$ cat config.mk
export PLATFORM = sky130hd
export DESIGN_NAME = rau_ctrl
export DESIGN_NICKNAME = d
export VERILOG_FILES = /design/src/hw/rtl/rau_pkg.sv /design/src/hw/rtl/rau_ctrl.sv
export SDC_FILE = /design/constraint.sdc
export NUM_CORES = 1
export LEC_CHECK = 0
export BUFFER_PORTS_ARGS = -buffer_cell sky130_fd_sc_hd__buf_2
export CAP_MARGIN = 20
export CORE_AREA = 2 2 39 41
export CTS_BUF_LIST = sky130_fd_sc_hd__clkbuf_16
export DETAILED_ROUTE_END_ITERATION = 6
export DIE_AREA = 0 0 41 43
export PLACE_DENSITY = 0.63
export SYNTH_ARGS = -nofsm -noshare
export SYNTH_HDL_FRONTEND = slang
export SYNTH_SLANG_ARGS = --single-unit
$ cat constraint.sdc
create_clock -name aclk -period 1 [get_ports aclk]
set_input_delay 0.1 -clock aclk [delete_from_list [all_inputs] [get_ports aclk]]
set_output_delay 0.1 -clock aclk [all_outputs]
set_load 0.05 [all_outputs]
$ cat src/hw/rtl/rau_pkg.sv
// Package for the rational arithmetic unit: widths, operation codes,
// controller states and the command/status structs. No dependencies.
package rau_pkg;

    localparam int WIDTH = 32;
    localparam int DW    = 2 * WIDTH;
    localparam int CW    = $clog2(DW + 1);

    typedef enum logic [1:0] {
        OP_ADD = 2'd0,
        OP_MUL = 2'd1,
        OP_CMP = 2'd2,
        OP_NOP = 2'd3
    } op_t;

    typedef enum logic [3:0] {
        ST_IDLE,
        ST_MUL1,
        ST_MUL2,
        ST_SUM,
        ST_GINIT,
        ST_GCD,
        ST_DIV,
        ST_FIN,
        ST_OUT
    } state_t;

    typedef struct packed {
        logic load;
        logic mul1;
        logic mul2;
        logic sum;
        logic gcd_start;
        logic gcd_step;
        logic div_start;
        logic div_step;
        logic fin;
    } cmd_t;

    typedef struct packed {
        logic gcd_done;
        logic div_done;
        logic second;
    } sts_t;

endpackage

$ cat src/hw/rtl/rau_ctrl.sv
// Controller of the rational arithmetic unit: sequences load, products,
// gcd, division and result. Depends on rau_pkg.
module rau_ctrl (
    input  logic          aclk,
    input  logic          aresetn,
    input  logic          in_fire,
    input  logic [1:0]    in_op,
    input  logic          out_fire,
    input  rau_pkg::sts_t sts,
    output rau_pkg::cmd_t cmd,
    output logic          busy,
    output logic          out_valid
);
    import rau_pkg::*;

    state_t state_reg, state_next;
    logic   cmp_reg;

    always_ff @(posedge aclk) begin
        if (!aresetn) begin
            state_reg <= ST_IDLE;
            cmp_reg   <= 1'b0;
        end else begin
            state_reg <= state_next;
            if (in_fire) cmp_reg <= (in_op == OP_CMP);
        end
    end

    always_comb begin
        state_next = state_reg;
        unique case (state_reg)
            ST_IDLE:  if (in_fire) state_next = ST_MUL1;
            ST_MUL1:  state_next = ST_MUL2;
            ST_MUL2:  state_next = ST_SUM;
            ST_SUM:   state_next = ST_GINIT;
            ST_GINIT: state_next = ST_GCD;
            ST_GCD:   if (sts.gcd_done) state_next = ST_DIV;
            ST_DIV:   if (sts.div_done) state_next = ST_FIN;
            ST_FIN:   state_next = (cmp_reg && !sts.second) ? ST_SUM : ST_OUT;
            ST_OUT:   if (out_fire) state_next = ST_IDLE;
            default:  state_next = ST_IDLE;
        endcase
    end

    always_comb begin
        cmd = '0;
        unique case (state_reg)
            ST_IDLE:  cmd.load = in_fire;
            ST_MUL1:  cmd.mul1 = 1'b1;
            ST_MUL2:  cmd.mul2 = 1'b1;
            ST_SUM:   cmd.sum  = 1'b1;
            ST_GINIT: cmd.gcd_start = 1'b1;
            ST_GCD: begin
                cmd.gcd_step  = 1'b1;
                cmd.div_start = sts.gcd_done;
            end
            ST_DIV:   cmd.div_step = !sts.div_done;
            ST_FIN:   cmd.fin = 1'b1;
            default: ;
        endcase
    end

    assign busy      = (state_reg != ST_IDLE);
    assign out_valid = (state_reg == ST_OUT);

    a_fin_done: assert property (@(posedge aclk) disable iff (!aresetn)
        state_reg == ST_FIN |-> $past(sts.div_done)) else $error("fin before divide");
    a_out_hold: assert property (@(posedge aclk) disable iff (!aresetn)
        out_valid && !out_fire |=> out_valid) else $error("result dropped");
    a_load_idle: assert property (@(posedge aclk) disable iff (!aresetn)
        cmd.load |-> state_reg == ST_IDLE) else $error("load while busy");
endmodule

==> metrics.md, run 1 <==
| Metric | Value |
|---|---|
| Critical path's slowest cell | `and4bb_4` |
| Clock sinks | `5` |
| Peak Freq | `between 700 and 800 MHz` |
| Worst hold path type | `input port to flip-flop` |
| Register bit count reported by yosys | `5` |
| Layout cell share with drive strength beyond 1 | `about 74%` |
| # DRC | `0` |
| First-pass GRT wire length | `roughly 1800 µm` |
| Synthesized instance count | `45` |
| Final setup violation count | `14` |
| Drt via density | `between 4 and 5` |
| Post-synthesis instance area | `a little under 400 µm²` |
| Die Wd | `41 µm` |
| Worst setup EP type | `output pin` |
| Post-Place Setup Slack | `-181 ps` |
| Slowest stage delay, CP | `around 360 ps` |
| Final Max Slew Viols | `0` |
| GR Util All Layers | `15.0%` |
| Initial Utilization | `between 20 and 30%` |
| Final wirelength | `~1200 µm` |
| Fin crit share | `130%` |
| Net count after synthesis | `54` |
| Power Internal | `~970 µW` |
| Register area share after synthesis | `between 20% and 30%` |
| GR Util met1 | `between 10% and 20%` |
| CP Cell Sequence | `and4bb_4 > and2_4 > buf_8` |
| Switching pwr | `slightly above 400 µW` |
| Average cell area after synthesis | `~8.8 µm²` |
| Post-CTS Hold Fix Bufs | `0` |
| IO Count | `20` |
| CP delay by family, top | `simple AND/OR/NAND/NOR gates` |
| Remaining Overflow, GRT | `0` |
| Skew-Pair Late Insertion Delay | `~230 ps` |
| Status | `complete, but fails checks` |
| Worst-path clk slew | `30 ps` |
| # rows | `14` |
| Hold Path Sink | `state_reg[3]` |
| First-pass DRT Iterations | `3` |
| Area share of the largest cell type after synthesis | `between 20% and 30%` |
| H-tree depth | `1` |
| CTS max path bufs | `2` |
| DR WL/cell | `about 13 µm` |
| Comb power frac | `a little over a third` |
| Failing checks | `setup timing` |
| Register Area | `about 110 µm²` |
| CP Buf/Inv Count | `1` |
| Core ar. | `roughly 1400 µm²` |
| Hpwl dp | `between 800 and 900 µm` |
| Synth unique cells | `26` |
| Pin count of the biggest net entering global routing | `7` |
| Flop-to-flop setup slack | `-100 ps` |
| Met3 Track Usage GR | `approximately 3.1%` |
| Met2 usage | `26.3%` |
| Kind of critical path | `flip-flop to output pin` |
| Input/output buffers | `19` |
| Reg power frac | `~17%` |
| Clock power share | `46.4%` |
| RD Place Congestion | `0.756` |
| Crit Path Max Fanout | `3` |
| Hold violation count in the final report | `0` |
| Synth warn | `0` |
| Final #Nets | `88` |
| Die H | `43 µm` |
| DP Area | `about 640 µm²` |
| Antenna Cells | `0` |
| Sw Share | `between 20 and 30%` |
| Arrival @ worst endpoint | `about 1200 ps` |
| Vias in the first global route | `444` |
| PD cells | `about 1500 nW/µm²` |
| CP Launch Type | `flip-flop` |
| ANT nets after route | `0` |
| Largest register FFs | `4` |
| IR drop worst, VDD | `0.988 mV` |
| Yosys top cell by area | `dfxtp_1` |
| Root Buffer | `clkbuf_16` |
| Worst EP required | `roughly 900 ps` |
| Worst Hold Margin | `~130 ps` |
| DIE AREA | `about 1800 µm²` |
| Leakage | `between 0.4 and 0.5 nW` |
| Max_slew headroom | `83.1%` |
| Via count | `~450` |
| Max cap viols | `0` |
| Final min period | `roughly 1300 ps` |
| Setup TNS | `-2820 ps` |
| Iter 0 DRT Violations | `1` |
| Fill cells | `roughly 120` |
| Slew @ Worst Pin | `between 200 and 300 ps` |
| Hold_sp | `aresetn` |
| Final setup slack of the worst path | `-303 ps` |
| Reg2reg path depth | `4` |
| Hold Path Stages | `2` |
| GRT Max-Usage Layer | `met2` |
| Syn-to-layout area delta | `129%` |
| RR Endpoint | `state_reg[3]` |
| RSZ-0062 raised after global routing | `true` |
| Initial antenna violation count | `0` |
| Worst R2R Start | `state_reg[1]` |
| Design Area, Final | `between 900 and 1000 µm²` |
| TritonCTS clock tree | `done` |
| Inserted Clock Buffers | `3` |
| Clk_skew | `about 1.9 ps` |
| Cells taking the most area after synthesis | `dfxtp_1 (25%), buf_6 (8.5%), nor4b_4 (6.0%), nand3b_4 (5.0%), nor3_1 (5.0%)` |
| Multi-input logic area | `around 370 µm²` |
-- metal layers --
layer / vias up / share of wire (%)
met1: 209 / 38
met5: - / 0
met4: 0 / 0
li1: 224 / -
met2: 14 / 57
met3: 0 / 4.5
-- synth_stat cells --
master	n
nand2b_1	3
o21ba_1	1
o21a_1	1
nand2_2	1
nand2_1	3
inv_1	1
or2b_1	1
nor2b_1	2
and2_1	2
o31ai_1	1
nor3_1	4
xor2_1	1
buf_6	3
a311oi_1	1
nor4b_1	1
o22ai_1	1
and3_1	1
a21oi_1	1
dfxtp_1	5
nand3b_1	1
nand3b_4	1
o2bb2ai_1	1
nor2_1	5
and4bb_4	1
nor4b_4	1
nor4_1	1
-- power groups by stage --
stage	combinational [mW]	sequential, mW	clock, mW
finish	0.501	0.238	0.640
global route	0.526	0.241	0.669
detailed placement	0.379	0.235	0
floorplan	0.262	0.233	0
CTS	0.459	0.240	0.649
global placement	0.374	0.235	0
-- metrics by stage --
step,util (%),total power [mW],cells
2_1_floorplan,-,0.495,45
3_3_place_gp,46.2,0.609,88
3_5_place_dp,46.2,0.615,88
4_1_cts,62.1,1.35,94
5_1_grt,65.6,1.44,94
6_report,65.6,1.38,94
-- layout by cell type (no fill, tap or decap), types with 2 or more instances in the layout --
| cell | n |
|---|---|
| buf_6 | 15 |
| buf_2 | 8 |
| buf_8 | 4 |
| buf_4 | 4 |
| nor2_4 | 3 |
| clkbuf_16 | 3 |
| dfxtp_4 | 3 |
| nand2b_4 | 2 |
| nor3_4 | 2 |
| nor4b_4 | 2 |
| nand2_1 | 2 |
| nor3_1 | 2 |
| inv_1 | 2 |
-- repair_timing --
item | in CTS | in global routing
buffers inserted | 2 | 0
hold endpoints to repair | 0 | 0
gates resized for setup | 37 | 12
pin swaps | 3 | 5
endpoints found under the setup margin | 13 | 14
-- logic make-up (layout without fill, tap and decap cells) --
kind of cell | Yosys count | count (layout) | synth area share, %
simple gates | 28 | 28 | 49.5
compound gates | 7 | 7 | 13.6
flops | 5 | 5 | 25.2
buf+inv | 4 | 37 | 9.46
xor+xnor | 1 | 1 | 2.21
-- area by class of cell --
class | instances | share of cell area (%)
well taps | 16 | 2.20
flip-flops and latches | 5 | 12.4
clock inverters | 1 | 0.413
clock buffers | 3 | 8.26
inverters | 1 | 0.413
multi-input cells | 36 | 41.2
repair buffers | 32 | 35.1
-- worst max-delay path by stage --
stage,start,to,slack [ps],depth (start not counted)
floorplan,state_reg[3],state_reg[3],-370,3
finish,state_reg[1],cmd[2],-300,3
global placement,state_reg[0],cmd[8],-180,4
detailed placement,state_reg[0],cmd[8],-180,4
global route,state_reg[2],cmd[1],-330,4
CTS,state_reg[2],cmd[6],-300,4
-- worst reg2reg max path, stage by stage, from the launching register on --
cell and delay, ps:
dfxtp_2 330, buf_12 150, nor4b_4 270, nor2b_2 190, o21a_1 100
Note: power is estimated with default switching activity, not from simulation.
==> inputs of run 2 (changes only) <==
--- a/config.mk
+++ b/config.mk
@@ -7,11 +7,13 @@
 export LEC_CHECK = 0
 export BUFFER_PORTS_ARGS = -buffer_cell sky130_fd_sc_hd__buf_2
 export CAP_MARGIN = 20
-export CORE_AREA = 2 2 39 41
+export CELL_PAD_IN_SITES_DETAIL_PLACEMENT = 0
+export CELL_PAD_IN_SITES_GLOBAL_PLACEMENT = 1
+export CORE_MARGIN = 2
+export CORE_UTILIZATION = 26
 export CTS_BUF_LIST = sky130_fd_sc_hd__clkbuf_16
 export DETAILED_ROUTE_END_ITERATION = 6
-export DIE_AREA = 0 0 41 43
-export PLACE_DENSITY = 0.63
+export PLACE_DENSITY = 0.74
 export SYNTH_ARGS = -nofsm -noshare
 export SYNTH_HDL_FRONTEND = slang
 export SYNTH_SLANG_ARGS = --single-unit
==> metrics.md, run 2 (synthesized netlist as in run 1, its figures left out) <==
| Metric | Value |
|---|---|
| Leading cell type in the layout, fill and taps excluded | `buf_6` |
| Switching pwr | `a little over 400 µW` |
| Cells after DPL | `about 90` |
| Max cap viols | `0` |
| Hold Path Stages | `2` |
| Critical Path Start | `state_reg[1]` |
| DR WL/cell | `between 10 and 15 µm` |
| CTS max path bufs | `2` |
| Inserted Clock Buffers | `3` |
| Fin crit share | `130%` |
| Worst R2R Start | `state_reg[1]` |
| Initial Utilization | `between 20 and 30%` |
| Final wirelength | `1070 µm` |
| Final #Nets | `between 90 and 100` |
| RSZ-0062 raised after global routing | `true` |
| Failing checks | `setup timing` |
| Hpwl dp | `848 µm` |
| Hold_sp | `aresetn` |
| Design Area, Final | `around 910 µm²` |
| Clock sinks | `5` |
| CP Buf/Inv Count | `1` |
| Peak Freq | `~770 MHz` |
| Largest register FFs | `4` |
| Worst EP required | `around 900 ps` |
| Clock power share | `between 40 and 50%` |
| Final setup slack of the worst path | `-297 ps` |
| PD cells | `1510 nW/µm²` |
| H-tree depth | `1` |
| Reg2reg path depth | `4` |
| Drt via density | `approximately 4.7` |
| Pin count of the biggest net entering global routing | `8` |
| ANT nets after route | `0` |
| Hold violation count in the final report | `0` |
| RD Place Congestion | `0.727` |
| Register Area | `115 µm²` |
| CP delay by family, top | `simple AND/OR/NAND/NOR gates` |
| Die Wd | `between 40 and 50 µm` |
| DP Area | `between 600 and 700 µm²` |
| Worst hold path type | `input port to flip-flop` |
| Worst setup EP type | `output pin` |
| # DRC | `0` |
| Core ar. | `approximately 1500 µm²` |
| Remaining Overflow, GRT | `0` |
| IO Count | `20` |
| WP depth | `3` |
| Final min period | `roughly 1300 ps` |
| Status | `complete, but fails checks` |
| Non-filler cells, final | `98` |
| Root Buffer | `clkbuf_16` |
| First-pass GRT wire length | `approximately 1800 µm` |
| GR Util All Layers | `13.1%` |
| Reg power frac | `between 10% and 20%` |
| Max_slew headroom | `84.8%` |
| Vias in the first global route | `between 400 and 500` |
| Multi-input logic area | `between 300 and 400 µm²` |
| Post-Place Setup Slack | `-172 ps` |
| CP Launch Type | `flip-flop` |
| TritonCTS clock tree | `done` |
| Layout cell share with drive strength beyond 1 | `70.7%` |
| Comb power frac | `about a third` |
| Commonest non-fill, non-tap cells in the layout | `buf_6 (18), buf_2 (8), buf_4 (6)` |
| Final setup violation count | `14` |
| Via count | `between 400 and 500` |
| Slew @ Worst Pin | `around 230 ps` |
| Leakage | `~0.43 nW` |
| Power Internal | `~970 µW` |
| Input/output buffers | `19` |
| Sw Share | `around 30%` |
| Clk_skew | `~0.19 ps` |
| Slowest stage delay, CP | `350 ps` |
| Die H | `43.1 µm` |
| Fill cells | `roughly 120` |
| Iter 0 DRT Violations | `0` |
| Initial antenna violation count | `0` |
| Worst-path clk slew | `around 30 ps` |
| Antenna Cells | `0` |
| Kind of critical path | `flip-flop to output pin` |
| # rows | `14` |
| Syn-to-layout area delta | `129%` |
| Arrival @ worst endpoint | `1200 ps` |
| CP Cell Sequence | `and4bb_4 > and2_4 > buf_8` |
| Skew-Pair Late Insertion Delay | `between 200 and 250 ps` |
| IR drop worst, VDD | `~1.1 mV` |
| Crit Path Max Fanout | `5` |
| Final core occ | `61.8%` |
| First-pass DRT Iterations | `1` |
| DIE AREA | `~1900 µm²` |
| Final Max Slew Viols | `0` |
| Critical path's slowest cell | `dfxtp_4` |
==> run 2: layout make-up <==
| class | count | share of cell area, % |
|---|---|---|
| clock buffer | 3 | 8.25 |
| clock inverter | 1 | 0.413 |
| inverter | 1 | 0.413 |
| multi-input combinational | 36 | 37.8 |
| sequential | 5 | 12.7 |
| tap | 16 | 2.20 |
| timing repair buffer | 36 | 38.2 |
==> run 2: power groups by stage <==
stage,combinational [mW],clock [mW],sequential (mW)
global placement,0.371,0,0.237
CTS,0.431,0.664,0.235
detailed placement,0.375,0,0.238
global route,0.508,0.674,0.247
floorplan,0.262,0,0.233
finish,0.478,0.655,0.243
==> run 2: path summary, 6_finish.rpt <==
path,slack (ps),end
max,-300,cmd[2]
min,130,state_reg[3]
max reg2reg,-80,state_reg[3]
min reg2reg,540,state_reg[1]
==> run 2: routing by layer <==
layer | vias up | global-route usage [%] | part of all wire, %
met1 | 209 | 15.4 | 41
met4 | 0 | 9.09 | 2.0
met3 | 2 | 2.98 | 5.4
met5 | - | 0 | 0
met2 | 17 | 20.9 | 52
li1 | 235 | - | -
==> run 2: worst register-to-register path: stages, from the launching register on <==
cell and delay (ps):
dfxtp_4 350, buf_6 120, nor4b_4 270, nor2b_1 170, o21a_1 120
==> run 2: repair_timing <==
| action | 4_1_cts | 5_1_grt |
|---|---|---|
| resized for setup | 30 | 17 |
| pin swaps | 0 | 3 |
| endpoints found under the setup margin | 14 | 14 |
| buffers inserted | 1 | 1 |
| hold buffers | 0 | 0 |
==> run 2: per-stage QoR <==
stage	TNS [ps]	power, mW	hold slack, ps
after global placement	-1210	0.608	366
final	-2710	1.38	128
after global routing	-3280	1.43	140
after CTS	-2950	1.33	130
after detailed placement	-1240	0.613	369
after floorplan	-2370	0.495	217
==> inputs of run 3 (changes only) <==
--- a/config.mk
+++ b/config.mk
@@ -6,14 +6,14 @@
 export NUM_CORES = 1
 export LEC_CHECK = 0
 export BUFFER_PORTS_ARGS = -buffer_cell sky130_fd_sc_hd__buf_2
-export CAP_MARGIN = 20
 export CELL_PAD_IN_SITES_DETAIL_PLACEMENT = 0
 export CELL_PAD_IN_SITES_GLOBAL_PLACEMENT = 1
-export CORE_MARGIN = 2
-export CORE_UTILIZATION = 26
+export CORE_AREA = 2 2 39 41
 export CTS_BUF_LIST = sky130_fd_sc_hd__clkbuf_16
 export DETAILED_ROUTE_END_ITERATION = 6
-export PLACE_DENSITY = 0.74
+export DIE_AREA = 0 0 41 43
+export GPL_ROUTABILITY_DRIVEN = 0
+export PLACE_DENSITY = 0.8
 export SYNTH_ARGS = -nofsm -noshare
 export SYNTH_HDL_FRONTEND = slang
 export SYNTH_SLANG_ARGS = --single-unit
==> constraint.sdc (replaced) <==
create_clock -name aclk -period 1.7 [get_ports aclk]
set_input_delay 0.17 -clock aclk [delete_from_list [all_inputs] [get_ports aclk]]
set_output_delay 0.17 -clock aclk [all_outputs]
set_load 0.05 [all_outputs]
==> metrics.md, run 3 (synthesized netlist as in run 1, its figures left out) <==
| Metric | Value |
|---|---|
| Hpwl dp | `around 650 µm` |
| CP Cell Sequence | `and4bb_4 > and2_1 > buf_2` |
| Final min period | `~1600 ps` |
| Antenna Cells | `0` |
| Fill cells | `139` |
| Reg2reg path depth | `4` |
| Die Wd | `41 µm` |
| Flop-to-flop setup slack | `between 400 and 500 ps` |
| Final setup slack of the worst path | `between 70 and 80 ps` |
| Post-CTS Hold Fix Bufs | `0` |
| GR Util All Layers | `12.0%` |
| Largest register FFs | `4` |
| RSZ-0062 raised after global routing | `false` |
| Worst-path clk slew | `30 ps` |
| Initial antenna violation count | `0` |
| Commonest non-fill, non-tap cells in the layout | `buf_2 (19), nor2_1 (5)` |
| Peak Freq | `between 600 and 700 MHz` |
| Skew-Pair Late Insertion Delay | `230 ps` |
| DR WL/cell | `about 10 µm` |
| Hold_sp | `aresetn` |
| First-pass DRT Iterations | `2` |
| Power, Total | `between 600 and 700 µW` |
| Leakage | `0.298 nW` |
| Final wirelength | `~860 µm` |
| Vias in the first global route | `about 340` |
| Layout cell share with drive strength beyond 1 | `50.0%` |
| # rows | `14` |
| Syn-to-layout area delta | `48.6%` |
| Clock sinks | `5` |
| Final setup violation count | `0` |
| Worst R2R Start | `state_reg[0]` |
| Post-Place Setup Slack | `approximately 230 ps` |
| Final #Nets | `76` |
| Arrival @ worst endpoint | `1450 ps` |
| Die H | `approximately 43 µm` |
| IO Count | `20` |
| Worst EP required | `~1500 ps` |
| Drt via density | `4.63` |
| Worst setup EP type | `output pin` |
| DIE AREA | `1760 µm²` |
| TritonCTS clock tree | `done` |
| Input/output buffers | `19` |
| IR drop worst, VDD | `roughly 0.53 mV` |
| RR Endpoint | `state_reg[0]` |
| PD cells | `between 1000 and 1500 nW/µm²` |
| CP Launch Type | `flip-flop` |
| Worst hold path type | `input port to flip-flop` |
| Hold Path Stages | `2` |
| Slew @ Worst Pin | `slightly above 400 ps` |
| Remaining Overflow, GRT | `0` |
| Core ar. | `approximately 1400 µm²` |
| Postcts setup bufs | `0` |
| Max_slew headroom | `between 70% and 80%` |
| Final Max Slew Viols | `0` |
| Kind of critical path | `flip-flop to output pin` |
| Max cap viols | `0` |
| Clk_skew | `~0.92 ps` |
| ANT nets after route | `0` |
| Fin crit share | `between 90% and 100%` |
| Status | `complete, no violations` |
| First-pass GRT wire length | `approximately 1400 µm` |
| Critical path's slowest cell | `dfxtp_1` |
| Root Buffer | `clkbuf_16` |
| Hold violation count in the final report | `0` |
| Inserted Clock Buffers | `3` |
| # DRC | `0` |
| Crit Path Max Fanout | `11` |
| Worst Hold Margin | `roughly 200 ps` |
| Pin count of the biggest net entering global routing | `12` |
| Via count | `between 300 and 400` |
| H-tree depth | `1` |
| Hold Path Sink | `state_reg[3]` |
| Initial Utilization | `roughly 29%` |
| Slowest stage delay, CP | `roughly 560 ps` |
| Leading cell type in the layout, fill and taps excluded | `buf_2` |
| Iter 0 DRT Violations | `4` |
| CTS max path bufs | `2` |
| Setup TNS | `0 ps` |
-- run 3: cell count changes in the layout (fill, tap and decap cells not counted), moves of 2 or more --
cell | previous run | this run
nor2_4 | 2 | 0
dfxtp_4 | 4 | 0
buf_8 | 4 | 0
dfxtp_1 | 1 | 3
buf_4 | 6 | 1
buf_6 | 18 | 0
dfxtp_2 | 0 | 2
nor2_1 | 2 | 5
nand2_4 | 2 | 0
buf_2 | 8 | 19
-- run 3: worst max-delay path by stage --
stage	startpoint	end	slack, ps	cells past startpoint
2_1_floorplan	state_reg[0]	cmd[1]	70	2
3_3_place_gp	state_reg[2]	cmd[2]	240	3
3_5_place_dp	state_reg[2]	cmd[2]	230	3
4_1_cts	state_reg[1]	cmd[2]	40	3
5_1_grt	state_reg[0]	out_valid	20	3
6_report	state_reg[0]	cmd[2]	80	3
-- run 3: metal layers --
metal / GRT usage, % / wire length (µm) / part of all wire (%) / vias up
met3: 1.57 / 57 / 6.7 / 2
met2: 16.3 / 367 / 43 / 14
met4: 10.0 / 19 / 2.2 / 0
li1: - / - / - / 201
met5: 0 / 0 / 0 / -
met1: 16.1 / 413 / 48 / 163
-- run 3: final cells by class --
cell class	instances	area (µm²)	area share [%]
multi-input cells	36	282	47.8
clock inverters	1	3.75	0.637
repair buffers	20	103	17.4
flip-flops and latches	5	103	17.4
inverters	1	3.75	0.637
well taps	16	20.0	3.40
clock buffers	3	75.1	12.7
-- run 3: through the flow --
stage,instances,cell area (µm²),util [%]
after floorplan,45,419,-
after global placement,78,508,36.7
after detailed placement,78,508,36.7
after CTS,82,588,42.5
after global routing,82,589,42.6
final,82,589,42.6
-- run 3: where the power goes --
group | total [mW] | leakage, nW | switching (mW) | internal (mW)
clock | 0.379 | 0.0423 | 0.0744 | 0.304
combinational | 0.147 | 0.214 | 0.0983 | 0.0487
sequential | 0.156 | 0.0417 | 0.0280 | 0.128
-- run 3: critical path: cells and delay by family, from the launching register on --
kind / cells / cell delay (ps)
buffers and inverters: 1 / 250
flip-flops: 1 / 560
AND/OR/NAND/NOR: 2 / 420
-- run 3: what timing repair did --
item | 4_1_cts | 5_1_grt
gates cloned | 0 | 0
gates resized for setup | 1 | 1
setup endpoints to repair | 1 | 2
